**config.mk**
```make
export PLATFORM = sky130hd
export DESIGN_NAME = acv_place_flat
export DESIGN_NICKNAME = d
export VERILOG_FILES = /design/src/design/acv_pkg.sv /design/src/design/acv_if.sv /design/src/design/acv_place.sv /design/src/flat_wrapper.sv
export SDC_FILE = /design/constraint.sdc
export NUM_CORES = 2
export LEC_CHECK = 0
export CORE_UTILIZATION = 37
export DETAILED_ROUTE_END_ITERATION = 7
export DONT_BUFFER_PORTS = 1
export REMOVE_ABC_BUFFERS = 1
export SYNTH_ARGS = -nofsm -noshare
export SYNTH_HDL_FRONTEND = slang
export SYNTH_SLANG_ARGS = --single-unit
```
**constraint.sdc**
```tcl
create_clock -name i_clk -period 8.8 [get_ports i_clk]
set_clock_uncertainty 0.1 [all_clocks]
set_input_delay 0.44 -clock i_clk [delete_from_list [all_inputs] [get_ports i_clk]]
set_output_delay 0.44 -clock i_clk [all_outputs]
set_load 0.02 [all_outputs]
```
**src/design/acv_pkg.sv**
```systemverilog
`timescale 1ns / 1ps
// Shared types and constants of the arc vertex generator.
// Depends on nothing; every other file of the block but acv_if imports it.
package acv_pkg;

    localparam logic [32:0] Q30_TWO_PI    = 33'd6746518852;
    localparam logic [32:0] Q30_HALF_PI   = 33'd1686629713;
    localparam logic [32:0] Q30_PI        = 33'd3373259426;
    localparam logic [32:0] Q30_3HALF_PI  = 33'd5059889139;
    localparam logic [30:0] Q30_ONE       = 31'h4000_0000;
    localparam logic [23:0] ANG_TWO_PI    = 24'd411775;
    localparam logic [23:0] ANG_FOUR_DEG  = 24'd4576;
    localparam int          DIV_STEPS     = 33;
    localparam int          HORNER_STEPS  = 8;

    localparam logic [1:0] KIND_PIE    = 2'd0;
    localparam logic [1:0] KIND_OPEN   = 2'd1;
    localparam logic [1:0] KIND_CLOSED = 2'd2;
    localparam logic [1:0] KIND_ALIAS  = 2'd3;

    typedef enum logic [2:0] {
        ST_IDLE,
        ST_CHECK,
        ST_DIV,
        ST_RED,
        ST_LEAD,
        ST_ARC,
        ST_TAIL
    } t_seq_state;

    typedef struct packed {
        logic               is_center;
        logic               last;
        logic [32:0]        ang;
        logic signed [31:0] cx;
        logic signed [31:0] cy;
        logic [30:0]        rad;
    } t_cmd;

    typedef struct packed {
        logic               is_center;
        logic               last;
        logic [1:0]         quad;
        logic [30:0]        x;
        logic [31:0]        x2;
        logic signed [31:0] cx;
        logic signed [31:0] cy;
        logic [30:0]        rad;
    } t_meta;

endpackage

```
**src/design/acv_if.sv**
```systemverilog


interface acv_vtx_if;
    logic               valid;
    logic               ready;
    logic signed [31:0] vertex_x;
    logic signed [31:0] vertex_y;
    logic               last_vertex;

    modport source (output valid, vertex_x, vertex_y, last_vertex, input ready);
    modport sink (input valid, vertex_x, vertex_y, last_vertex, output ready);
endinterface

```
**src/design/acv_place.sv**
```systemverilog
`timescale 1ns / 1ps
// Scales cosine and sine by the radius, adds the centre and saturates.
// Depends on acv_pkg and acv_vtx_if; holds the output register.
module acv_place
    import acv_pkg::*;
#(
    parameter int FRAC_BITS = 16
) (
    input  logic                 i_clk,
    input  logic                 i_rst_n,
    input  logic                 i_ce,
    input  logic                 i_valid,
    input  t_meta                i_meta,
    input  logic [FRAC_BITS+1:0] i_c_mag,
    input  logic                 i_c_neg,
    input  logic [FRAC_BITS+1:0] i_s_mag,
    input  logic                 i_s_neg,
    acv_vtx_if.source            o_vtx
);

    localparam int PW = 31 + FRAC_BITS + 2;
    localparam logic [PW:0] HALF = (PW + 1)'(1) << (FRAC_BITS - 1);
    localparam logic signed [34:0] SAT_HI = 35'sh0_7FFF_FFFF;
    localparam logic signed [34:0] SAT_LO = -35'sh0_8000_0000;

    function automatic logic [31:0] place(input logic signed [31:0] c,
                                          input logic [PW-1:0] prod,
                                          input logic neg);
        logic [PW:0]         rnd;
        logic signed [34:0]  mag;
        logic signed [34:0]  sum;
        rnd = {1'b0, prod} + HALF;
        mag = $signed(35'(rnd[PW:FRAC_BITS]));
        sum = neg ? (35'(c) - mag) : (35'(c) + mag);
        if (sum > SAT_HI) begin
            return SAT_HI[31:0];
        end else if (sum < SAT_LO) begin
            return SAT_LO[31:0];
        end
        return sum[31:0];
    endfunction

    logic               r_v1;
    logic [PW-1:0]      r_px, r_py;
    logic               r_xn, r_yn;
    logic               r_ctr, r_last;
    logic signed [31:0] r_cx, r_cy;
    logic               r_ov;
    logic signed [31:0] r_ox, r_oy;
    logic               r_olast;

    always_ff @(posedge i_clk) begin
        if (!i_rst_n) begin
            r_v1 <= 1'b0;
            r_ov <= 1'b0;
        end else if (i_ce) begin
            r_v1 <= i_valid;
            r_ov <= r_v1;
        end
    end

    always_ff @(posedge i_clk) begin
        if (i_ce) begin
            r_px    <= i_meta.rad * i_c_mag;
            r_py    <= i_meta.rad * i_s_mag;
            r_xn    <= i_c_neg;
            r_yn    <= i_s_neg;
            r_ctr   <= i_meta.is_center;
            r_last  <= i_meta.last;
            r_cx    <= i_meta.cx;
            r_cy    <= i_meta.cy;
            r_ox    <= r_ctr ? r_cx : place(r_cx, r_px, r_xn);
            r_oy    <= r_ctr ? r_cy : place(r_cy, r_py, r_yn);
            r_olast <= r_last;
        end
    end

    assign o_vtx.valid       = r_ov;
    assign o_vtx.vertex_x    = r_ox;
    assign o_vtx.vertex_y    = r_oy;
    assign o_vtx.last_vertex = r_olast;

endmodule

```
**src/flat_wrapper.sv**
```systemverilog
// flat-port wrapper written by rule: the top's interface ports become plain ports
module acv_place_flat import acv_pkg::*;
#(
    parameter int FRAC_BITS = 16
)
  (i_clk, i_rst_n, i_ce, i_valid, i_meta, i_c_mag, i_c_neg, i_s_mag, i_s_neg, o_vtx_valid, o_vtx_vertex_x, o_vtx_vertex_y, o_vtx_last_vertex, o_vtx_ready);
  acv_vtx_if o_vtx_i ();
  input  logic i_clk;
  input  logic i_rst_n;
  input  logic i_ce;
  input  logic i_valid;
  input  t_meta i_meta;
  input  logic [FRAC_BITS+1:0] i_c_mag;
  input  logic i_c_neg;
  input  logic [FRAC_BITS+1:0] i_s_mag;
  input  logic i_s_neg;
  output wire logic [$bits(o_vtx_i.valid)-1:0] o_vtx_valid;
  output wire logic [$bits(o_vtx_i.vertex_x)-1:0] o_vtx_vertex_x;
  output wire logic [$bits(o_vtx_i.vertex_y)-1:0] o_vtx_vertex_y;
  output wire logic [$bits(o_vtx_i.last_vertex)-1:0] o_vtx_last_vertex;
  input wire logic [$bits(o_vtx_i.ready)-1:0] o_vtx_ready;
  assign o_vtx_valid = o_vtx_i.valid;
  assign o_vtx_vertex_x = o_vtx_i.vertex_x;
  assign o_vtx_vertex_y = o_vtx_i.vertex_y;
  assign o_vtx_last_vertex = o_vtx_i.last_vertex;
  assign o_vtx_i.ready = o_vtx_ready;
  acv_place #(.FRAC_BITS(FRAC_BITS)) u_core (.i_clk(i_clk), .i_rst_n(i_rst_n), .i_ce(i_ce), .i_valid(i_valid), .i_meta(i_meta), .i_c_mag(i_c_mag), .i_c_neg(i_c_neg), .i_s_mag(i_s_mag), .i_s_neg(i_s_neg), .o_vtx(o_vtx_i));
endmodule
```
# Word-level counts from Yosys, hierarchy flattened
# Cells that the tools add are included.
dict set report totals {
  register_bits 233
  inputBits 205
  output_inout_bits 66
  wordCells 41
}
dict set report op_classes {
  add_sub_neg 6
  n_mul 2
  order_cmp 4
  mux 16
}
# cell n
set ops {}
lappend ops {{$mux 32} 8}
lappend ops {{$add 49x16->50 const B} 2}
lappend ops {{$mul 31x18->49} 2}
lappend ops {{$add 32x35->35} 2}
lappend ops {{$gt 35x32->1 const B} 2}
lappend ops {{$lt 35x32->1 const B} 2}
lappend ops {{$mux 35} 2}
lappend ops {{$sub 32x35->35} 2}
lappend ops {{$mux 1} 6}

# Depth between registers and ports, before layout
dict set report logic_depth {
  word_depth 9
  ltp_mapped 27
  depth_no_buf 25
}

# Worst setup path after synthesis
# Ideal clock, no wire load.
dict set report synth_timing {
  path_kind {input-to-reg}
  startpoint {input port i_meta[12] in the netlist's numbering}
  endpoint {register u_core.r_py[48], data pin}
  setup_ns 0.263
  arrival_time_ns 6.979
  required_time_ns 8.437
  path_slack_ns 1.459
  path_stages 26
  n_path_buf 2
  path_cell_list {clkbuf_1 > clkbuf_1 > nand2_1 > fa_1 > inv_1 > fa_1 > inv_1 > fa_1 > inv_1 > fa_1 > inv_1 > fa_1 > inv_1 > fa_1 > ha_1 > a2111oi_0 > nand2b_1 > a221oi_1 > o31ai_1 > nand2_1 > o311ai_0 > a21oi_1 > o21bai_1 > a211o_1 > a311oi_1 > xnor2_1}
}
dict set report synth_between {
  elab_chain_cells 1
}
# element line
set synth_lines {}
lappend synth_lines {{from (decl)} flat_wrapper.sv:12} ;# input t_meta i_meta;
lappend synth_lines {{$mul 31x18->49} acv_place.sv:65} ;# r_py <= i_meta.rad * i_s_mag;
lappend synth_lines {{to (signal assigned)} acv_place.sv:65}
lappend synth_lines {{to (decl)} acv_place.sv:44} ;# logic [PW-1:0] r_px, r_py;
# No other way between the ends.
# A chain may end at the register's enable or synchronous reset.

# Final worst setup path
dict set report layout_timing {
  startpoint {register u_core.r_px[15]}
  endpoint {register u_core.r_ox[10], in the netlist u_core.o_vtx.vertex_x[10], data pin}
}
dict set report layout_between {
  elab_chain_cells 9
  word_cells_on_any_way 12
  classes_between {3 x add/sub; 2 x order compare; 7 x mux}
}
# element line
set layout_lines {}
lappend layout_lines {{from (decl)} acv_place.sv:44}
lappend layout_lines {{from (signal assigned)} acv_place.sv:64} ;# r_px <= i_meta.rad * i_c_mag;
lappend layout_lines {{$add 49x16->50 *} acv_place.sv:32} ;# rnd = {1'b0, prod} + HALF;
lappend layout_lines {{$add 32x35->35 or $sub 32x35->35 (tied branches)} acv_place.sv:34} ;# sum = neg ? (35'(c) - mag) : (35'(c) + mag);
lappend layout_lines {{$mux 35 *} acv_place.sv:34}
lappend layout_lines {{$lt 35x32->1} acv_place.sv:37} ;# end else if (sum < SAT_LO) begin
lappend layout_lines {{$mux 1} acv_place.sv:37}
lappend layout_lines {{$mux 1} acv_place.sv:35} ;# if (sum > SAT_HI) begin
lappend layout_lines {{$mux 1} acv_place.sv:63} ;# if (i_ce) begin
lappend layout_lines {{$mux 32 *} acv_place.sv:40} ;# return sum[31:0];
lappend layout_lines {{$mux 32 *} acv_place.sv:72} ;# r_ox <= r_ctr ? r_cx : place(r_cx, r_px, r_xn);
lappend layout_lines {{to (signal assigned)} acv_place.sv:72}
lappend layout_lines {{to (decl)} acv_place.sv:49} ;# logic signed [31:0] r_ox, r_oy;
# Mark *: on every way between the ends. The rest lies on a longest branch, timed or not. The select of a mux whose other input is x is not followed.

==> flow_metrics.py <==
metrics = {
    "clock_tree": {
        "cts_root_buf": "clkbuf_16",
        "path_clk_slew_ps": 60,
        "clk_latency_ps": 540,
        "cts_setup_buffers": 0,
        "cts_hold_buf": 77,
        "htreeDepth": 1,
        "cts_resized": 0,
        "cts_buffers": 21,
        "numClockSinks": 203,
        "cts_buffer_depth": 3,
        "cts_tree": "built",
    },
    "logic_synthesis": {
        "synth_seq_area_share": 0.127,
        "yosys_warnings": 0,
        "ys.flop_type": "edfxtp_1",
        "synth_seq_cells": 203,
        "synthCells": 5304,
        "avgSynthCellArea_sq_um": 9.05,
        "synth_edf_count": 201,
        "netlist_area_sq_um": 48000,
        "synthArstFlopShare": 0,
        "synth_cell_types": 86,
    },
    "routing": {
        "route.vias.total": 35372,
        "avgViaCountPerCell": 5.17,
        "postRouteAntennaNets": 0,
        "drt-initial-drc-count": 2217,
        "drc": 0,
        "drt_pass1_iterations": 6,
        "finalWirelength_mm": 131,
        "wl_per_cell_um": 19.1,
    },
    "critical_path": {
        "critPathKind": "reg -> reg",
        "path_buf_inv": 1,
        "reg2reg_from": "u_core.r_px[15]",
        "cp-startpoint": "u_core.r_px[15]",
        "slowest_delay_ps": 700,
        "cpLargestDelayFamily": "compound AO/OA/AOI/OAI gates",
        "required_ps": 8950,
        "cp_slowest_cell": "o22ai_4",
        "arrival_ps": 7740,
        "cp-end-kind": "flop",
        "start_kind": "flop",
        "worstPathMaxFanout": 21,
    },
    "floorplan": {
        "ioPinCount": 271,
        "start_util": 0.374,
        "dieArea_sq_um": 131000,
        "die_w_um": 362,
        "core-area_sq_um": 128000,
        "fp.dieH_um": 362,
        "fp-row-count": 131,
    },
    "worst_hold_path": {
        "min_from": "i_ce",
        "hp-class": "in -> reg",
    },
    "place": {
        "dp_hpwl_mm": 92.4,
        "gp_congestion": 0.865,
        "port_buffers": 0,
    },
    "timing": {
        "setup_tns_ps": 0,
        "post-route-period-util": 0.862,
        "drv_slew": 0,
        "worstMarginPinSlew_ps": 993,
        "setup_viol": 0,
        "hold_violations": 0,
        "rsz0062_at_grt": "false",
        "fmaxAchievable_mhz": 132,
        "min_period_ps": 7590,
        "slew_headroom": 0.331,
    },
    "global_routing": {
        "grt_pass1_vias": 37001,
        "antenna_found_initial": 1,
        "grt_overflow": 0,
        "grt_pass1_wl_mm": 209,
        "grt_usage": 0.201,
        "grt_max_degree": 146,
    },
    "cells_and_area": {
        "final_cell_mix": "981 x inv_1, 926 x fa_1, 906 x nand2_1, 315 x and2_1, 312 x ha_1",
        "layout.nets": 6544,
        "areaGrowthSynthToFinish_pct": 5.05,
        "drive_gt1_frac": 0.0235,
        "final_common_cell": "inv_1",
        "antennaDiodeCount": 0,
    },
    "status": {
        "status": "finished clean",
    },
    "run": {
        "cap_violations": 0,
    },
}
==> path summary, 6_finish.rpt <==
| kind | depth (start not counted) | slack [ps] | to |
|---|---|---|---|
| min reg2reg | 0 | 330 | u_core.o_vtx.last_vertex |
| max reg2reg | 25 | 1210 | u_core.o_vtx.vertex_x[10] |
| max | 25 | 1210 | u_core.o_vtx.vertex_x[10] |
| min | 1 | 150 | u_core.o_vtx.vertex_x[5] |
==> sequential cells by signal (all words and copies together) (netlist names), 32 cells and up <==
register and flops:
u_core.r_px 34, u_core.r_py 34, u_core.o_vtx.vertex_x 32, u_core.o_vtx.vertex_y 32, u_core.r_cx 32, u_core.r_cy 32
==> layout make-up <==
type	count	area (sq um)
Timing Repair Buffer	86	876
Inverter	982	3690
Multi-Input combinational cell	3807	37000
Clock buffer	24	537
Tap cell	1729	2160
Fill cell	12807	77800
Clock inverter	9	105
Sequential cell	203	6080
==> synth_stat cells, drive strengths merged (40+ instances only) <==
master | number | area share
a21o | 60 | 0.0094
a21oi | 144 | 0.015
and2 | 315 | 0.041
and3 | 47 | 0.0061
clkbuf | 273 | 0.021
edfxtp | 201 | 0.13
fa | 926 | 0.39
ha | 312 | 0.081
inv | 981 | 0.077
nand2 | 906 | 0.071
nand3 | 64 | 0.0068
nand4 | 44 | 0.0062
nor2 | 155 | 0.012
nor3 | 46 | 0.0051
o21ai | 138 | 0.014
o22ai | 40 | 0.0094
xnor2 | 179 | 0.033
xor2 | 85 | 0.016
==> metal layers <==
metal  vias up  track usage  part of all wire
li1      16006            -                 -
met2      1197        0.339              0.47
met5         -            0                 0
met1     17998        0.272              0.43
met3       171       0.0281             0.069
met4         0       0.0502             0.023
==> cell families (layout without fill, tap and decap cells) <==
family / after synthesis / count (layout) / synth area share
AO/OA/AOI/OAI: 606 / 606 / 0.0869
multiplexers: 13 / 13 / 0.00284
XOR/XNOR: 264 / 264 / 0.0483
flip-flops: 203 / 203 / 0.127
adder cells (fa/ha/maj): 1238 / 1238 / 0.468
buffers and inverters: 1294 / 1101 / 0.103
AND/OR/NAND/NOR: 1686 / 1686 / 0.165
==> through the flow <==
stage                     worst slack (ps)  hold WS [ps]  std cells   util  cell area [sq um]
final                                 1210           150       6840  0.393              50400
after global routing                   630           135       6840  0.393              50400
after CTS                             1140           125       6840  0.393              50400
after detailed placement              1060           306       6730  0.382              49000
after global placement                1100           306       6730  0.382              49000
after floorplan                       1790           300       4992      -              46700
Power is left out: the tool's default activity adds up to more than one toggle a clock period on the data nets, which glitch-free logic cannot reach.
