$ cat config.mk
export PLATFORM = sky130hd
export DESIGN_NAME = acv_seq_flat
export DESIGN_NICKNAME = d
export VERILOG_FILES = /design/src/design/acv_pkg.sv /design/src/design/acv_if.sv /design/src/design/acv_seq.sv /design/src/flat_wrapper.sv
export SDC_FILE = /design/constraint.sdc
export NUM_CORES = 1
export LEC_CHECK = 0
export ABC_CLOCK_PERIOD_IN_PS = 20200
export CORE_UTILIZATION = 40
export DETAILED_ROUTE_END_ITERATION = 12
export DONT_BUFFER_PORTS = 1
export PLACE_DENSITY = 0.55
export SKIP_LAST_GASP = 1
export SLEW_MARGIN = 10
export SYNTH_ARGS = -nofsm -noshare
export SYNTH_HDL_FRONTEND = slang
export SYNTH_SLANG_ARGS = --single-unit
$ cat constraint.sdc
create_clock -name i_clk -period 20.2 [get_ports i_clk]
set_input_delay 5.05 -clock i_clk [delete_from_list [all_inputs] [get_ports i_clk]]
set_output_delay 5.05 -clock i_clk [all_outputs]
set_load 0.03 [all_outputs]
$ cat src/design/acv_pkg.sv
`timescale 1ns / 1ps
// Shared types and constants of the arc vertex generator.
// Depends on nothing; every other file of the block but acv_if imports it.
package acv_pkg;

    localparam logic [32:0] Q30_TWO_PI    = 33'd6746518852;
    localparam logic [32:0] Q30_HALF_PI   = 33'd1686629713;
    localparam logic [32:0] Q30_PI        = 33'd3373259426;
    localparam logic [32:0] Q30_3HALF_PI  = 33'd5059889139;
    localparam logic [30:0] Q30_ONE       = 31'h4000_0000;
    localparam logic [23:0] ANG_TWO_PI    = 24'd411775;
    localparam logic [23:0] ANG_FOUR_DEG  = 24'd4576;
    localparam int          DIV_STEPS     = 33;
    localparam int          HORNER_STEPS  = 8;

    localparam logic [1:0] KIND_PIE    = 2'd0;
    localparam logic [1:0] KIND_OPEN   = 2'd1;
    localparam logic [1:0] KIND_CLOSED = 2'd2;
    localparam logic [1:0] KIND_ALIAS  = 2'd3;

    typedef enum logic [2:0] {
        ST_IDLE,
        ST_CHECK,
        ST_DIV,
        ST_RED,
        ST_LEAD,
        ST_ARC,
        ST_TAIL
    } t_seq_state;

    typedef struct packed {
        logic               is_center;
        logic               last;
        logic [32:0]        ang;
        logic signed [31:0] cx;
        logic signed [31:0] cy;
        logic [30:0]        rad;
    } t_cmd;

    typedef struct packed {
        logic               is_center;
        logic               last;
        logic [1:0]         quad;
        logic [30:0]        x;
        logic [31:0]        x2;
        logic signed [31:0] cx;
        logic signed [31:0] cy;
        logic [30:0]        rad;
    } t_meta;

endpackage

$ cat src/design/acv_if.sv
`timescale 1ns / 1ps
// Handshake interfaces for the arc request channel and the vertex channel.
// Stand-alone; the field widths follow the request and vertex formats.
interface acv_req_if;
    logic               valid;
    logic               ready;
    logic               fill_mode;
    logic [1:0]         arc_kind;
    logic signed [31:0] center_x;
    logic signed [31:0] center_y;
    logic [30:0]        radius;
    logic signed [23:0] start_angle;
    logic signed [23:0] end_angle;
    logic [5:0]         segment_count;

    modport source (
        output valid, fill_mode, arc_kind, center_x, center_y, radius,
               start_angle, end_angle, segment_count,
        input  ready
    );
    modport sink (
        input  valid, fill_mode, arc_kind, center_x, center_y, radius,
               start_angle, end_angle, segment_count,
        output ready
    );
endinterface


$ cat src/design/acv_seq.sv
`timescale 1ns / 1ps
// Request sequencer: step division, start angle reduction and vertex commands.
// Depends on acv_pkg and acv_req_if.
module acv_seq
    import acv_pkg::*;
#(
    parameter int MAX_POINTS = 61
) (
    input  logic           i_clk,
    input  logic           i_rst_n,
    acv_req_if.sink        i_req,
    input  logic           i_ce,
    output logic           o_cmd_valid,
    output t_cmd           o_cmd
);

    localparam logic signed [39:0] TWO_PI_X32 = $signed(40'(Q30_TWO_PI) << 5);

    t_seq_state r_state, n_state;
    logic               r_fill, n_fill;
    logic [1:0]         r_kind, n_kind;
    logic signed [31:0] r_cx, n_cx, r_cy, n_cy;
    logic [30:0]        r_rad, n_rad;
    logic signed [23:0] r_a1, n_a1, r_a2, n_a2;
    logic [5:0]         r_cnt, n_cnt;
    logic               r_full, n_full;
    logic               r_neg, n_neg;
    logic               r_small, n_small;
    logic [32:0]        r_num, n_num;
    logic [6:0]         r_rem, n_rem;
    logic [5:0]         r_bit, n_bit;
    logic [2:0]         r_k, n_k;
    logic signed [39:0] r_ang, n_ang;
    logic signed [33:0] r_step, n_step;
    logic [32:0]        r_ang0, n_ang0;
    logic [32:0]        r_cur, n_cur;
    logic [5:0]         r_idx, n_idx;
    logic [5:0]         r_npts, n_npts;
    logic               r_lead, n_lead;

    logic signed [24:0] w_diff;
    logic signed [24:0] w_ndiff;
    logic [23:0]        w_ad;
    logic               w_full;
    logic [6:0]         w_rs;
    logic               w_ge;
    logic [33:0]        w_smag;
    logic [1:0]         w_kind;
    logic signed [39:0] w_thr;
    logic signed [34:0] w_sum;
    logic [32:0]        w_next_cur;
    logic               w_has_tail;
    logic               w_tail_ctr;
    logic               w_arc_end;

    always_comb begin
        w_diff     = {r_a2[23], r_a2} - {r_a1[23], r_a1};
        w_ndiff    = -w_diff;
        w_ad       = w_diff[24] ? w_ndiff[23:0] : w_diff[23:0];
        w_full     = (w_ad >= ANG_TWO_PI);
        w_rs       = {r_rem[5:0], r_num[32]};
        w_ge       = (w_rs >= {1'b0, r_cnt});
        w_smag     = {r_num[19:0], 14'd0};
        w_thr      = $signed(40'(Q30_TWO_PI) << r_k);
        w_sum      = $signed({2'b00, r_cur}) + 35'(r_step);
        w_has_tail = r_full || (r_kind != KIND_OPEN);
        w_tail_ctr = !r_full && (r_kind == KIND_PIE);
        w_arc_end  = (r_idx == r_npts);
        w_kind     = r_kind;
        if (!r_fill && r_kind == KIND_CLOSED && r_small) begin
            w_kind = KIND_OPEN;
        end
        if (r_fill && r_kind == KIND_OPEN) begin
            w_kind = KIND_CLOSED;
        end
        if (w_sum < 0) begin
            w_next_cur = 33'(w_sum + 35'(Q30_TWO_PI));
        end else if (w_sum >= $signed({2'b00, Q30_TWO_PI})) begin
            w_next_cur = 33'(w_sum - 35'(Q30_TWO_PI));
        end else begin
            w_next_cur = w_sum[32:0];
        end
    end

    always_comb begin
        n_state = r_state;
        case (r_state)
            ST_IDLE: begin
                if (i_req.valid) begin
                    n_state = ST_CHECK;
                end
            end
            ST_CHECK: begin
                if (r_cnt == 6'd0 || r_a1 == r_a2) begin
                    n_state = ST_IDLE;
                end else begin
                    n_state = ST_DIV;
                end
            end
            ST_DIV: begin
                if (r_bit == 6'd1) begin
                    n_state = ST_RED;
                end
            end
            ST_RED: begin
                if (r_k == 3'd6 && r_num == 33'd0 && !r_full) begin
                    n_state = ST_IDLE;
                end else if (r_k == 3'd0) begin
                    n_state = r_lead ? ST_LEAD : ST_ARC;
                end
            end
            ST_LEAD: begin
                if (i_ce) begin
                    n_state = ST_ARC;
                end
            end
            ST_ARC: begin
                if (i_ce && w_arc_end) begin
                    n_state = w_has_tail ? ST_TAIL : ST_IDLE;
                end
            end
            ST_TAIL: begin
                if (i_ce) begin
                    n_state = ST_IDLE;
                end
            end
            default: n_state = ST_IDLE;
        endcase
    end

    always_comb begin
        n_fill  = r_fill;
        n_kind  = r_kind;
        n_cx    = r_cx;
        n_cy    = r_cy;
        n_rad   = r_rad;
        n_a1    = r_a1;
        n_a2    = r_a2;
        n_cnt   = r_cnt;
        n_full  = r_full;
        n_neg   = r_neg;
        n_small = r_small;
        n_num   = r_num;
        n_rem   = r_rem;
        n_bit   = r_bit;
        n_k     = r_k;
        n_ang   = r_ang;
        n_step  = r_step;
        n_ang0  = r_ang0;
        n_cur   = r_cur;
        n_idx   = r_idx;
        n_npts  = r_npts;
        n_lead  = r_lead;
        case (r_state)
            ST_IDLE: begin
                n_fill = i_req.fill_mode;
                n_kind = (i_req.arc_kind == KIND_ALIAS) ? KIND_CLOSED : i_req.arc_kind;
                n_cx   = i_req.center_x;
                n_cy   = i_req.center_y;
                n_rad  = i_req.radius;
                n_a1   = i_req.start_angle;
                n_a2   = i_req.end_angle;
                n_cnt  = (i_req.segment_count > 6'(MAX_POINTS)) ? 6'(MAX_POINTS)
                                                                 : i_req.segment_count;
            end
            ST_CHECK: begin
                n_full  = w_full;
                n_neg   = w_diff[24];
                n_small = (w_ad < ANG_FOUR_DEG);
                n_num   = w_full ? Q30_TWO_PI + 33'(r_cnt[5:1])
                                 : 33'(w_ad) + 33'(r_cnt[5:1]);
                n_rem   = '0;
                n_bit   = 6'(DIV_STEPS);
                n_k     = 3'd6;
                n_ang   = w_full ? '0 : (40'(r_a1) <<< 14);
            end
            ST_DIV: begin
                n_rem = w_ge ? (w_rs - {1'b0, r_cnt}) : w_rs;
                n_num = {r_num[31:0], w_ge};
                n_bit = r_bit - 6'd1;
            end
            ST_RED: begin
                n_k = r_k - 3'd1;
                if (r_k == 3'd6) begin
                    if (r_ang < 0) begin
                        n_ang = r_ang + TWO_PI_X32;
                    end
                    if (r_full) begin
                        n_step = $signed({1'b0, r_num});
                        n_npts = r_cnt - 6'd1;
                        n_lead = r_fill;
                    end else begin
                        n_step = r_neg ? -$signed(w_smag) : $signed(w_smag);
                        n_npts = r_cnt;
                        n_lead = (w_kind == KIND_PIE);
                        n_kind = w_kind;
                    end
                end else if (r_ang >= w_thr) begin
                    n_ang = r_ang - w_thr;
                end
                if (r_k == 3'd0) begin
                    n_ang0 = n_ang[32:0];
                    n_cur  = n_ang[32:0];
                    n_idx  = '0;
                end
            end
            ST_ARC: begin
                if (i_ce) begin
                    n_cur = w_next_cur;
                    n_idx = r_idx + 6'd1;
                end
            end
            default: begin
            end
        endcase
    end

    always_comb begin
        i_req.ready       = (r_state == ST_IDLE);
        o_cmd_valid       = (r_state == ST_LEAD) || (r_state == ST_ARC)
                            || (r_state == ST_TAIL);
        o_cmd.is_center   = (r_state == ST_LEAD) || (r_state == ST_TAIL && w_tail_ctr);
        o_cmd.last        = (r_state == ST_TAIL)
                            || (r_state == ST_ARC && w_arc_end && !w_has_tail);
        o_cmd.ang         = (r_state == ST_ARC) ? r_cur : r_ang0;
        o_cmd.cx          = r_cx;
        o_cmd.cy          = r_cy;
        o_cmd.rad         = r_rad;
    end

    always_ff @(posedge i_clk) begin
        if (!i_rst_n) begin
            r_state <= ST_IDLE;
        end else begin
            r_state <= n_state;
        end
    end

    always_ff @(posedge i_clk) begin
        r_fill  <= n_fill;
        r_kind  <= n_kind;
        r_cx    <= n_cx;
        r_cy    <= n_cy;
        r_rad   <= n_rad;
        r_a1    <= n_a1;
        r_a2    <= n_a2;
        r_cnt   <= n_cnt;
        r_full  <= n_full;
        r_neg   <= n_neg;
        r_small <= n_small;
        r_num   <= n_num;
        r_rem   <= n_rem;
        r_bit   <= n_bit;
        r_k     <= n_k;
        r_ang   <= n_ang;
        r_step  <= n_step;
        r_ang0  <= n_ang0;
        r_cur   <= n_cur;
        r_idx   <= n_idx;
        r_npts  <= n_npts;
        r_lead  <= n_lead;
    end

endmodule

$ cat src/flat_wrapper.sv
// flat-port wrapper written by rule: the top's interface ports become plain ports
module acv_seq_flat import acv_pkg::*;
#(
    parameter int MAX_POINTS = 61
)
  (i_clk, i_rst_n, i_ce, o_cmd_valid, o_cmd, i_req_valid, i_req_fill_mode, i_req_arc_kind, i_req_center_x, i_req_center_y, i_req_radius, i_req_start_angle, i_req_end_angle, i_req_segment_count, i_req_ready);
  acv_req_if i_req_i ();
  input  logic i_clk;
  input  logic i_rst_n;
  input  logic i_ce;
  output logic o_cmd_valid;
  output t_cmd o_cmd;
  input wire logic [$bits(i_req_i.valid)-1:0] i_req_valid;
  input wire logic [$bits(i_req_i.fill_mode)-1:0] i_req_fill_mode;
  input wire logic [$bits(i_req_i.arc_kind)-1:0] i_req_arc_kind;
  input wire logic [$bits(i_req_i.center_x)-1:0] i_req_center_x;
  input wire logic [$bits(i_req_i.center_y)-1:0] i_req_center_y;
  input wire logic [$bits(i_req_i.radius)-1:0] i_req_radius;
  input wire logic [$bits(i_req_i.start_angle)-1:0] i_req_start_angle;
  input wire logic [$bits(i_req_i.end_angle)-1:0] i_req_end_angle;
  input wire logic [$bits(i_req_i.segment_count)-1:0] i_req_segment_count;
  output wire logic [$bits(i_req_i.ready)-1:0] i_req_ready;
  assign i_req_i.valid = i_req_valid;
  assign i_req_i.fill_mode = i_req_fill_mode;
  assign i_req_i.arc_kind = i_req_arc_kind;
  assign i_req_i.center_x = i_req_center_x;
  assign i_req_i.center_y = i_req_center_y;
  assign i_req_i.radius = i_req_radius;
  assign i_req_i.start_angle = i_req_start_angle;
  assign i_req_i.end_angle = i_req_end_angle;
  assign i_req_i.segment_count = i_req_segment_count;
  assign i_req_ready = i_req_i.ready;
  acv_seq #(.MAX_POINTS(MAX_POINTS)) u_core (.i_clk(i_clk), .i_rst_n(i_rst_n), .i_req(i_req_i), .i_ce(i_ce), .o_cmd_valid(o_cmd_valid), .o_cmd(o_cmd));
endmodule
# Word level (Yosys, flattened, before mapping)
# Index checks and enable logic that the tools add are counted.
# totals
wordCells,152
reg_bits,359
inputBits,156
# op_classes
n_eq_ne,26
n_shift,1
n_reduce_logical,35
magnitude_cmp,8
muxes,42
add_sub_neg,15
# ops
operator,n
2-to-1 mux 33 bit,7
2-to-1 mux 40 bit,4
case mux 33 bit (2 select lines),2
case mux 40 bit (2 select lines),1
adder 40 x 39 -> 40 bit (second input constant),1
>= comparator 40 bit,1
less-than comparator 40 x 1 -> 1 bit (second input constant),1
left shift 33 x 3 -> 40 bit (first input constant),1
subtractor 40 bit,1
case mux 6 bit (2 select lines),3
adder 34 x 34 -> 35 bit,1
>= comparator 35 x 34 -> 1 bit (second input constant),1
less-than comparator 35 x 1 -> 1 bit (second input constant),1
2-to-1 mux 34 bit,1
negator 34 bit,1
adder 32 x 6 -> 33 bit (first input constant),1
adder 33 bit (second input constant),1
zero test 33 bit,1
subtractor 33 bit (second input constant),1
adder 24 x 5 -> 25 bit,1
subtractor 24 x 24 -> 25 bit,1
== test 24 bit,1
>= comparator 24 x 19 -> 1 bit (second input constant),1
less-than comparator 24 x 13 -> 1 bit (second input constant),1
other kinds (36),91

# Longest topological paths before layout
# Gate-level depths: netlist of run 1.
# depth
ltp_word,8
depth_mapped,23

# Least setup slack after synthesis of run 1
# Ideal clock, no wire load.
# synth_timing
path_type,reg2out
startpoint,register u_core.r_state[2]
endpoint,output i_req_ready
path_buffers,2
slack_ns,3.742
path_stages_with_launch,4
required_time_ns,15.150
arrival_time_ns,11.408
path_cell_list,dfxtp_1 > clkbuf_1 > clkbuf_1 > nor3_1
# synth_via
elab_chain_len,1
# synth_lines
item,line,source
from (decl),acv_seq.sv:19,"t_seq_state r_state, n_state;"
from (signal assigned),acv_seq.sv:235,r_state <= n_state;
zero test 3 bit,acv_seq.sv:219,i_req.ready = (r_state == ST_IDLE);
to (decl),flat_wrapper.sv:22,output wire logic [$bits(i_req_i.ready)-1:0] i_req_ready;
# No other way between the ends.

==> metrics.yaml, run 1 <==
synth-compound-area-share_pct: 20.1
clk_pin_slew_ns: 0.06
power_frac_comb_pct: 29.6
num_rows: 90
tightest_slew_ns: 1.05
grt_use_total_pct: 24.1
finish.utilization_pct: 44.2
synth_fa_ha_area_share_pct: 6.69
seqPwrFrac_pct: 39.5
synthMuxAreaShare_pct: 1.34
clock_path_buffers: 3
avgSynthCellArea_um2: 9.37
crit_required_ns: 15.15
path_class: "flip-flop to output pin"
setup_tns_ns: 0
p_leak_nw: 10.0
relSlewSlack_pct: 29.7
vias_per_cell: 6.00
rsz0062_at_grt: "no"
yosys-top-cells-area: "edfxtp_1, ha_1, nand2_1, xnor2_1, a21oi_1"
clk_latency_ns: 0.57
end_kind: "output pin"
syn-num-nets: 2929
powerDensity_nw_per_um2: 96.4
wl_per_cell_um: 22.9
ys.warnings.count: 0
worst_setup_path_start_kind: "flip-flop"
arrival_ns: 2.93
synth-simple-area-share_pct: 19.0
crit_slowest_cell: "dfxtp_1"
place_congestion: 0.927
finalCritPeriodShare_pct: 39.5
max_clock_freq_mhz: 125
die_w_um: 251
first_iter_violations: 1685
ctsResizeCount: 0
synth-main-ff-cell: "edfxtp_1"
cts-root-buf: "clkbuf_16"
antenna_found_initial: 1
netlist_area_um2: 24800
grt_pass1_wl_mm: 117
pin_count: 288
post-cts-setup-buffers: 0
cp_max_fo: 68
power_switching_mw: 0.917
post-route-min-period_ns: 7.98
crit_top_cell: "nand2_1"
crit_chain: "nor2b_1 -> and2_2 -> buf_4 -> nand2_1 -> nand2_1"
synth_edf_count: 352
synthCells: 2643
hold_buffers: 0
drtAntennaViolNets: 0
layout.nets: 2863
slowest_delay_ns: 0.58
core_um2: 60800
drive_gt1_share_pct: 6.02
synth_area_leader_cell: "edfxtp_1"
cts_num_sinks: 355
synth_seq_cells: 355
swShare_pct: 35.4
max-vdd-ir-drop_mv: 0.0831
dp_hpwl_mm: 60.3
cap_violations: 0
netlist_top_cells_count: "edfxtp_1, nand2_1, nor2_1"
grt_max_degree: 152
h-tree-depth: 2
pwr-share-clk_pct: 30.9
synth_cell_types: 102
drv_slew: 0
grt_pass1_vias: 19400
p_int_mw: 1.67
tritoncts: "done"
dpl_cell_area_um2: 25400
numCtsBuffers: 41
setup_violations: 0
gr-total-overflow: 0
dr_total_vias: 20400
synth_top_family_by_area: "compound AO/OA/AOI/OAI gates"
die_area_um2: 62900
start_util_pct: 40.7
ys_seq_area_share_pct: 42.9
portBuffers: 0
async_flop_share_pct: 0
fin_area_um2: 26900
die_h_um: 251
wl_mm: 77.6
status: "finished, final reports clean"
drc: 0
hp-class: "flip-flop to flip-flop"
hold_violations: 0
yosysMostFrequentCell: "edfxtp_1"
fin_skew_ns: 0.0160
synth.top_cell.area_share_pct: 42.7
firstDrtPassIters: 7
synth_xor_area_share_pct: 5.94
syn_to_final_growth_pct: 8.49
==> cell families (layout without fill, tap and decap cells) <==
logic type / Yosys count / after routing
buf+inv: 250 / 214
flops: 355 / 355
xor+xnor: 167 / 167
fa+ha+maj: 130 / 130
other cells: 0 / 2
mux: 32 / 32
compound gates: 728 / 728
simple gates: 981 / 981
==> critical path: cells and delay by family, from the launching register on <==
kind / cells / cell delay (ns)
DFF: 1 / 0.58
and+or+nand+nor: 4 / 1.16
buffers and inverters: 1 / 0.54
==> power by group through the flow <==
stage	sequential, mW	clock, mW	combinational, mW
6_report	1.02	0.800	0.766
5_1_grt	1.03	0.844	0.845
4_1_cts	1.02	0.818	0.763
3_5_place_dp	1.04	0	0.759
3_3_place_gp	1.04	0	0.748
2_1_floorplan	1.03	0	0.577
==> area by class of cell <==
cell class	count	area, um^2
fill	5835	33900
multi-input combinational	2038	13200
sequential	355	10600
clock buffer	46	1070
tap	782	978
inverter	121	457
clock inverter	27	379
timing repair buffer	20	163
antenna	2	5.00
==> routing by layer <==
metal	share of wire [%]	GRT usage (%)	wire length, um
met5	0	0	0
met4	2.2	6.22	1720
met3	5.9	3.35	4610
met2	48	40.3	36800
met1	44	32.6	34400
==> through the flow <==
step	hold WS (ns)	setup WS [ns]	power, mW	instances
2_1_floorplan	0.527	3.74	1.61	2643
3_3_place_gp	0.576	12.99	1.79	3316
3_5_place_dp	0.579	12.88	1.80	3316
4_1_cts	0.595	12.27	2.61	3389
5_1_grt	0.618	12.00	2.72	3390
6_report	0.592	12.22	2.59	3391
==> flip-flops by register name (all words and copies together) (netlist names), 2 cells and up <==
name / count
u_core.r_a1: 24
u_core.r_a2: 24
u_core.r_ang: 38
u_core.r_ang0: 31
u_core.r_bit: 6
u_core.r_cnt: 6
u_core.r_cur: 33
u_core.r_cx: 32
u_core.r_cy: 32
u_core.r_idx: 6
u_core.r_k: 3
u_core.r_kind: 2
u_core.r_npts: 6
u_core.r_num: 33
u_core.r_rad: 31
u_core.r_rem: 6
u_core.r_state: 3
u_core.r_step: 34
==> cell usage in the layout (no fill, tap or decap), drive strengths merged, types with 17 or more instances in the layout <==
master  instances
inv           124
and2           61
o21a           19
nor2b          19
a21boi         17
nor2          230
xnor2          99
nand3          80
a211oi         21
o21ai         163
or2            18
o211ai         29
mux2i          28
edfxtp        352
or3            23
o31ai          36
nand4          24
and3           34
ha            126
buf            20
a21o           53
xor2           68
nor4           26
nor3           67
a21oi         176
nand2b         23
clkbuf         46
nand2         327
a31oi          22
==> final timing paths <==
check	start	endpoint	slack (ns)	depth (start not counted)
worst max-delay path	u_core.r_state[0]	o_cmd[126]	12.22	5
worst min-delay path	u_core.r_num[21]	u_core.r_num[22]	0.59	1
worst max register to register	u_core.r_a1[0]	u_core.r_num[17]	13.61	19
worst min register to register	u_core.r_num[21]	u_core.r_num[22]	0.59	1
Note: power is estimated with default switching activity, not from simulation.
==> inputs of run 2 (changes only) <==
--- a/config.mk
+++ b/config.mk
@@ -5,7 +5,7 @@
 export SDC_FILE = /design/constraint.sdc
 export NUM_CORES = 1
 export LEC_CHECK = 0
-export ABC_CLOCK_PERIOD_IN_PS = 20200
+export ABC_CLOCK_PERIOD_IN_PS = 7370
 export CORE_UTILIZATION = 40
 export DETAILED_ROUTE_END_ITERATION = 12
 export DONT_BUFFER_PORTS = 1
==> constraint.sdc (replaced) <==
create_clock -name i_clk -period 7.37 [get_ports i_clk]
set_input_delay 1.8425 -clock i_clk [delete_from_list [all_inputs] [get_ports i_clk]]
set_output_delay 1.8425 -clock i_clk [all_outputs]
set_load 0.03 [all_outputs]
==> metrics.yaml, run 2 (synthesis results as in run 1) <==
pwr-share-clk_pct: 29.4
dpl_cell_area_um2: 25500
h-tree-depth: 2
largest_reg_flops: 38
max-vdd-ir-drop_mv: 0.255
grt_pass1_vias: 19200
place_congestion: 0.927
core_um2: 60800
arrival_ns: 6.65
p_int_mw: 4.44
grt_pass1_wl_mm: 114
post-place-ws_ns: 1.21
register_area_um2: 10600
seqPwrFrac_pct: 40.4
setup_violations: 0
tightest_slew_ns: 1.09
hold_violations: 0
cap_violations: 0
dp_hpwl_mm: 58.2
fin_area_um2: 26800
clk_pin_slew_ns: 0.06
dr_total_vias: 20400
drtAntennaViolNets: 0
power_switching_mw: 2.51
drc: 0
hold_buffers: 0
whs_ns: 0.578
crit_chain: "ha_1 -> fa_1 -> nand2b_1 -> a211oi_2 -> o21ai_0 -> a31oi_1 -> o32a_1 -> inv_1 -> o21ai_0 -> ha_1 -> a21o_1 -> a21oi_1 -> o21bai_1 -> a21oi_1 -> nor2_1 -> and2_0 -> nand3_1 -> xor2_1 -> a21oi_1"
wl_mm: 75.6
clk_latency_ns: 0.59
largestRegisters: "u_core.r_ang: 38 flops, u_core.r_step: 34 flops"
path_buf_inv: 1
relSlewSlack_pct: 27.6
swShare_pct: 36.1
tritoncts: "done"
slowest_delay_ns: 0.74
setup_tns_ns: 0
fin_skew_ns: 0.0336
grt_use_total_pct: 23.4
crit_slowest_cell: "o32a_1"
multi_input_area_um2: 13200
status: "finished, final reports clean"
p_leak_nw: 9.99
finalPower_mw: 6.94
largest_register: "u_core.r_ang"
cts_num_sinks: 355
wl_per_cell_um: 22.3
max_clock_freq_mhz: 158
path_class: "flip-flop to flip-flop"
portBuffers: 0
finalCritPeriodShare_pct: 85.8
numCtsBuffers: 40
die_w_um: 251
crit_top_cell: "a21oi_1"
pin_count: 288
antenna_found_initial: 5
start_util_pct: 40.7
gr-total-overflow: 0
cp_top_family: "compound AO/OA/AOI/OAI gates"
die_area_um2: 62900
layout.nets: 2867
setup_slack_ns: 1.05
first_iter_violations: 1718
powerDensity_nw_per_um2: 259
layout_commonest_cell: "edfxtp_1"
syn_to_final_growth_pct: 8.20
drv_slew: 0
post-cts-setup-buffers: 0
worst_setup_path_start_kind: "flip-flop"
die_h_um: 251
firstDrtPassIters: 6
drive_gt1_share_pct: 5.94
clock_path_buffers: 3
end_kind: "flip-flop"
num_rows: 90
final_cell_mix: "edfxtp_1, nand2_1, nor2_1"
grt_max_degree: 153
ctsResizeCount: 0
crit_required_ns: 7.70
power_frac_comb_pct: 30.2
vias_per_cell: 6.00
post-route-min-period_ns: 6.32
cp_max_fo: 22
fill_cells: 5870
rsz0062_at_grt: "no"
hp-class: "flip-flop to flip-flop"
cts-root-buf: "clkbuf_16"
## run 2: cell count changes in the layout (fill, tap and decap cells not counted), sizes merged
cell,before,now
clkinv,14,19
buf,20,25
diode,2,3
clkbuf,46,45
clkinvlp,2,1
bufinv,8,5
inv,124,123
## run 2: worst paths after layout
check	startpoint	to	slack [ns]	depth (start not counted)
min	u_core.r_num[21]	u_core.r_num[22]	0.58	1
max	u_core.r_a1[0]	u_core.r_num[17]	1.05	19
min reg2reg	u_core.r_num[21]	u_core.r_num[22]	0.58	1
max reg2reg	u_core.r_a1[0]	u_core.r_num[17]	1.05	19
## run 2: cell type report
cell class,count,share of cell area [%]
inverters,121,1.70
diodes,3,0.0280
flip-flops and latches,355,39.7
well taps,782,3.65
repair buffers,25,0.747
clock inverters,27,1.14
clock buffers,45,3.81
multi-input cells,2038,49.3
## run 2: stage by stage
stage	instances	utilization, %
after floorplan	2643	-
after CTS	3393	44.1
after global routing	3393	44.1
after detailed placement	3321	41.9
after global placement	3320	41.9
final	3396	44.1
## run 2: layer usage
metal	global-route usage, %	vias up	wire length (um)
met5	0	-	24
met4	6.19	4	1670
met3	3.92	92	4830
met2	38.8	698	35500
met1	31.4	9873	33600
li1	-	9695	-
## run 2: power by group through the flow
stage | clock network (mW) | registers [mW] | logic, mW
floorplan | 0 | 2.79 | 1.58
global placement | 0 | 2.84 | 2.04
detailed placement | 0 | 2.84 | 2.06
CTS | 2.09 | 2.80 | 2.08
global route | 2.15 | 2.82 | 2.29
finish | 2.04 | 2.80 | 2.10
## run 2: worst register-to-register path, cell delays in order (launching register included)
cell and delay (ns):
edfxtp_1 0.40, ha_1 0.23, fa_1 0.46, nand2b_1 0.25
a211oi_2 0.51, o21ai_0 0.29, a31oi_1 0.29, o32a_1 0.74
inv_1 0.55, o21ai_0 0.50, ha_1 0.32, a21o_1 0.16
a21oi_1 0.24, o21bai_1 0.10, a21oi_1 0.23, nor2_1 0.08
and2_0 0.30, nand3_1 0.17, xor2_1 0.16, a21oi_1 0.08
==> inputs of run 3 (changes only) <==
--- a/config.mk
+++ b/config.mk
@@ -6,6 +6,7 @@
 export NUM_CORES = 1
 export LEC_CHECK = 0
 export ABC_CLOCK_PERIOD_IN_PS = 7370
+export CORE_ASPECT_RATIO = 1.25
 export CORE_UTILIZATION = 40
 export DETAILED_ROUTE_END_ITERATION = 12
 export DONT_BUFFER_PORTS = 1
==> metrics.yaml, run 3 (synthesis results as in run 1) <==
fill_cells: 5910
numCtsBuffers: 39
setup_slack_ns: 1.63
firstDrtPassIters: 9
worst_setup_path_start_kind: "flip-flop"
portBuffers: 0
clk_latency_ns: 0.57
setup_violations: 0
die_w_um: 225
num_rows: 101
gr-total-overflow: 0
dp_hpwl_mm: 62.9
ctsResizeCount: 0
drv_slew: 0
arrival_ns: 6.04
hp-class: "flip-flop to flip-flop"
clock_path_buffers: 3
cts_num_sinks: 355
wl_mm: 80.1
antenna_found_initial: 14
drive_gt1_share_pct: 6.49
relSlewSlack_pct: 26.6
rsz0062_at_grt: "no"
grt_pass1_wl_mm: 120
cap_violations: 0
syn_to_final_growth_pct: 8.48
final_cell_mix: "edfxtp_1, nand2_1, nor2_1"
drc: 0
vias_per_cell: 5.92
hold_violations: 0
path_class: "flip-flop to flip-flop"
status: "finished, final reports clean"
crit_required_ns: 7.67
whs_ns: 0.584
largest_reg_flops: 38
fin_skew_ns: 0.0161
dr_total_vias: 20400
first_iter_violations: 1475
end_kind: "flip-flop"
cp_max_fo: 22
layout_commonest_cell: "edfxtp_1"
grt_use_total_pct: 24.9
post-place-ws_ns: 1.67
layout.nets: 2873
powerDensity_nw_per_um2: 259
clk_pin_slew_ns: 0.06
grt_max_degree: 76
post-route-min-period_ns: 5.74
hold_buffers: 0
post-cts-setup-buffers: 0
cts-root-buf: "clkbuf_16"
die_area_um2: 62900
largest_register: "u_core.r_ang"
tritoncts: "done"
place_congestion: 0.962
grt_pass1_vias: 19800
drtAntennaViolNets: 0
max_clock_freq_mhz: 174
register_area_um2: 10600
start_util_pct: 40.6
largestRegisters: "u_core.r_ang: 38 flops, u_core.r_step: 34 flops"
max-vdd-ir-drop_mv: 0.239
finalCritPeriodShare_pct: 77.9
p_leak_nw: 10.0
core_um2: 61000
die_h_um: 280
h-tree-depth: 2
multi_input_area_um2: 13200
wl_per_cell_um: 23.2
tightest_slew_ns: 1.10
pin_count: 288
setup_tns_ns: 0
## run 3: cell count changes in the layout (fill, tap and decap cells not counted), moves of 3 or more
cell        previous run  this run
clkinvlp_4             1         5
clkinv_1              11         3
buf_4                 24        32
inv_8                  0         4
bufinv_16              5         2
## run 3: report_power, final
part           leakage [nW]  switching, mW  internal, mW
registers              3.36          0.306          2.51
clock network         0.622          0.881          1.11
logic                  6.02           1.38         0.760
total                  10.0           2.57          4.38
## run 3: through the flow
stage	cell area (um^2)	total power [mW]	instances	util [%]
after detailed placement	25600	4.98	3370	41.9
final	26900	6.95	3445	44.0
after floorplan	24800	4.37	2643	-
after CTS	26900	6.99	3442	44.0
after global routing	26900	7.26	3442	44.0
after global placement	25600	4.97	3370	41.9
## run 3: worst max-delay path, stage by stage (launching register included)
cell and delay (ns):
edfxtp_1 0.42, ha_1 0.23, fa_1 0.45, nand2b_1 0.24, a211oi_2 0.56, o21ai_0 0.28
a31oi_1 0.29, o32a_1 0.19, buf_4 0.24, inv_1 0.33, o21ai_0 0.45, ha_1 0.31
a21o_1 0.15, a21oi_1 0.22, o21bai_1 0.09, a21oi_1 0.24, nor2_1 0.08, and2_0 0.28
nand3_1 0.16, xor2_1 0.17, a21oi_1 0.09
## run 3: final cells by class
class                           count  area share [%]
Timing Repair Buffer               32           0.894
Clock inverter                     25           0.931
Multi-Input combinational cell   2038            49.1
Tap cell                          824            3.84
Antenna cell                        3          0.0279
Sequential cell                   355            39.6
Inverter                          121            1.70
Clock buffer                       47            3.90
## run 3: path summary, 6_finish.rpt
kind | cells past startpoint | to | startpoint | slack, ns
setup / recovery | 20 | u_core.r_num[17] | u_core.r_a1[0] | 1.63
hold / removal | 1 | u_core.r_num[26] | u_core.r_num[25] | 0.58
setup reg to reg | 20 | u_core.r_num[17] | u_core.r_a1[0] | 1.63
hold reg to reg | 1 | u_core.r_num[26] | u_core.r_num[25] | 0.58
## run 3: layer usage
layer | global-route usage, % | vias to the layer above | routed length (um)
met3 | 4.80 | 159 | 4760
met4 | 9.30 | 22 | 2990
li1 | - | 9704 | -
met2 | 44.8 | 704 | 40100
met1 | 29.1 | 9795 | 32100
met5 | 0 | - | 135
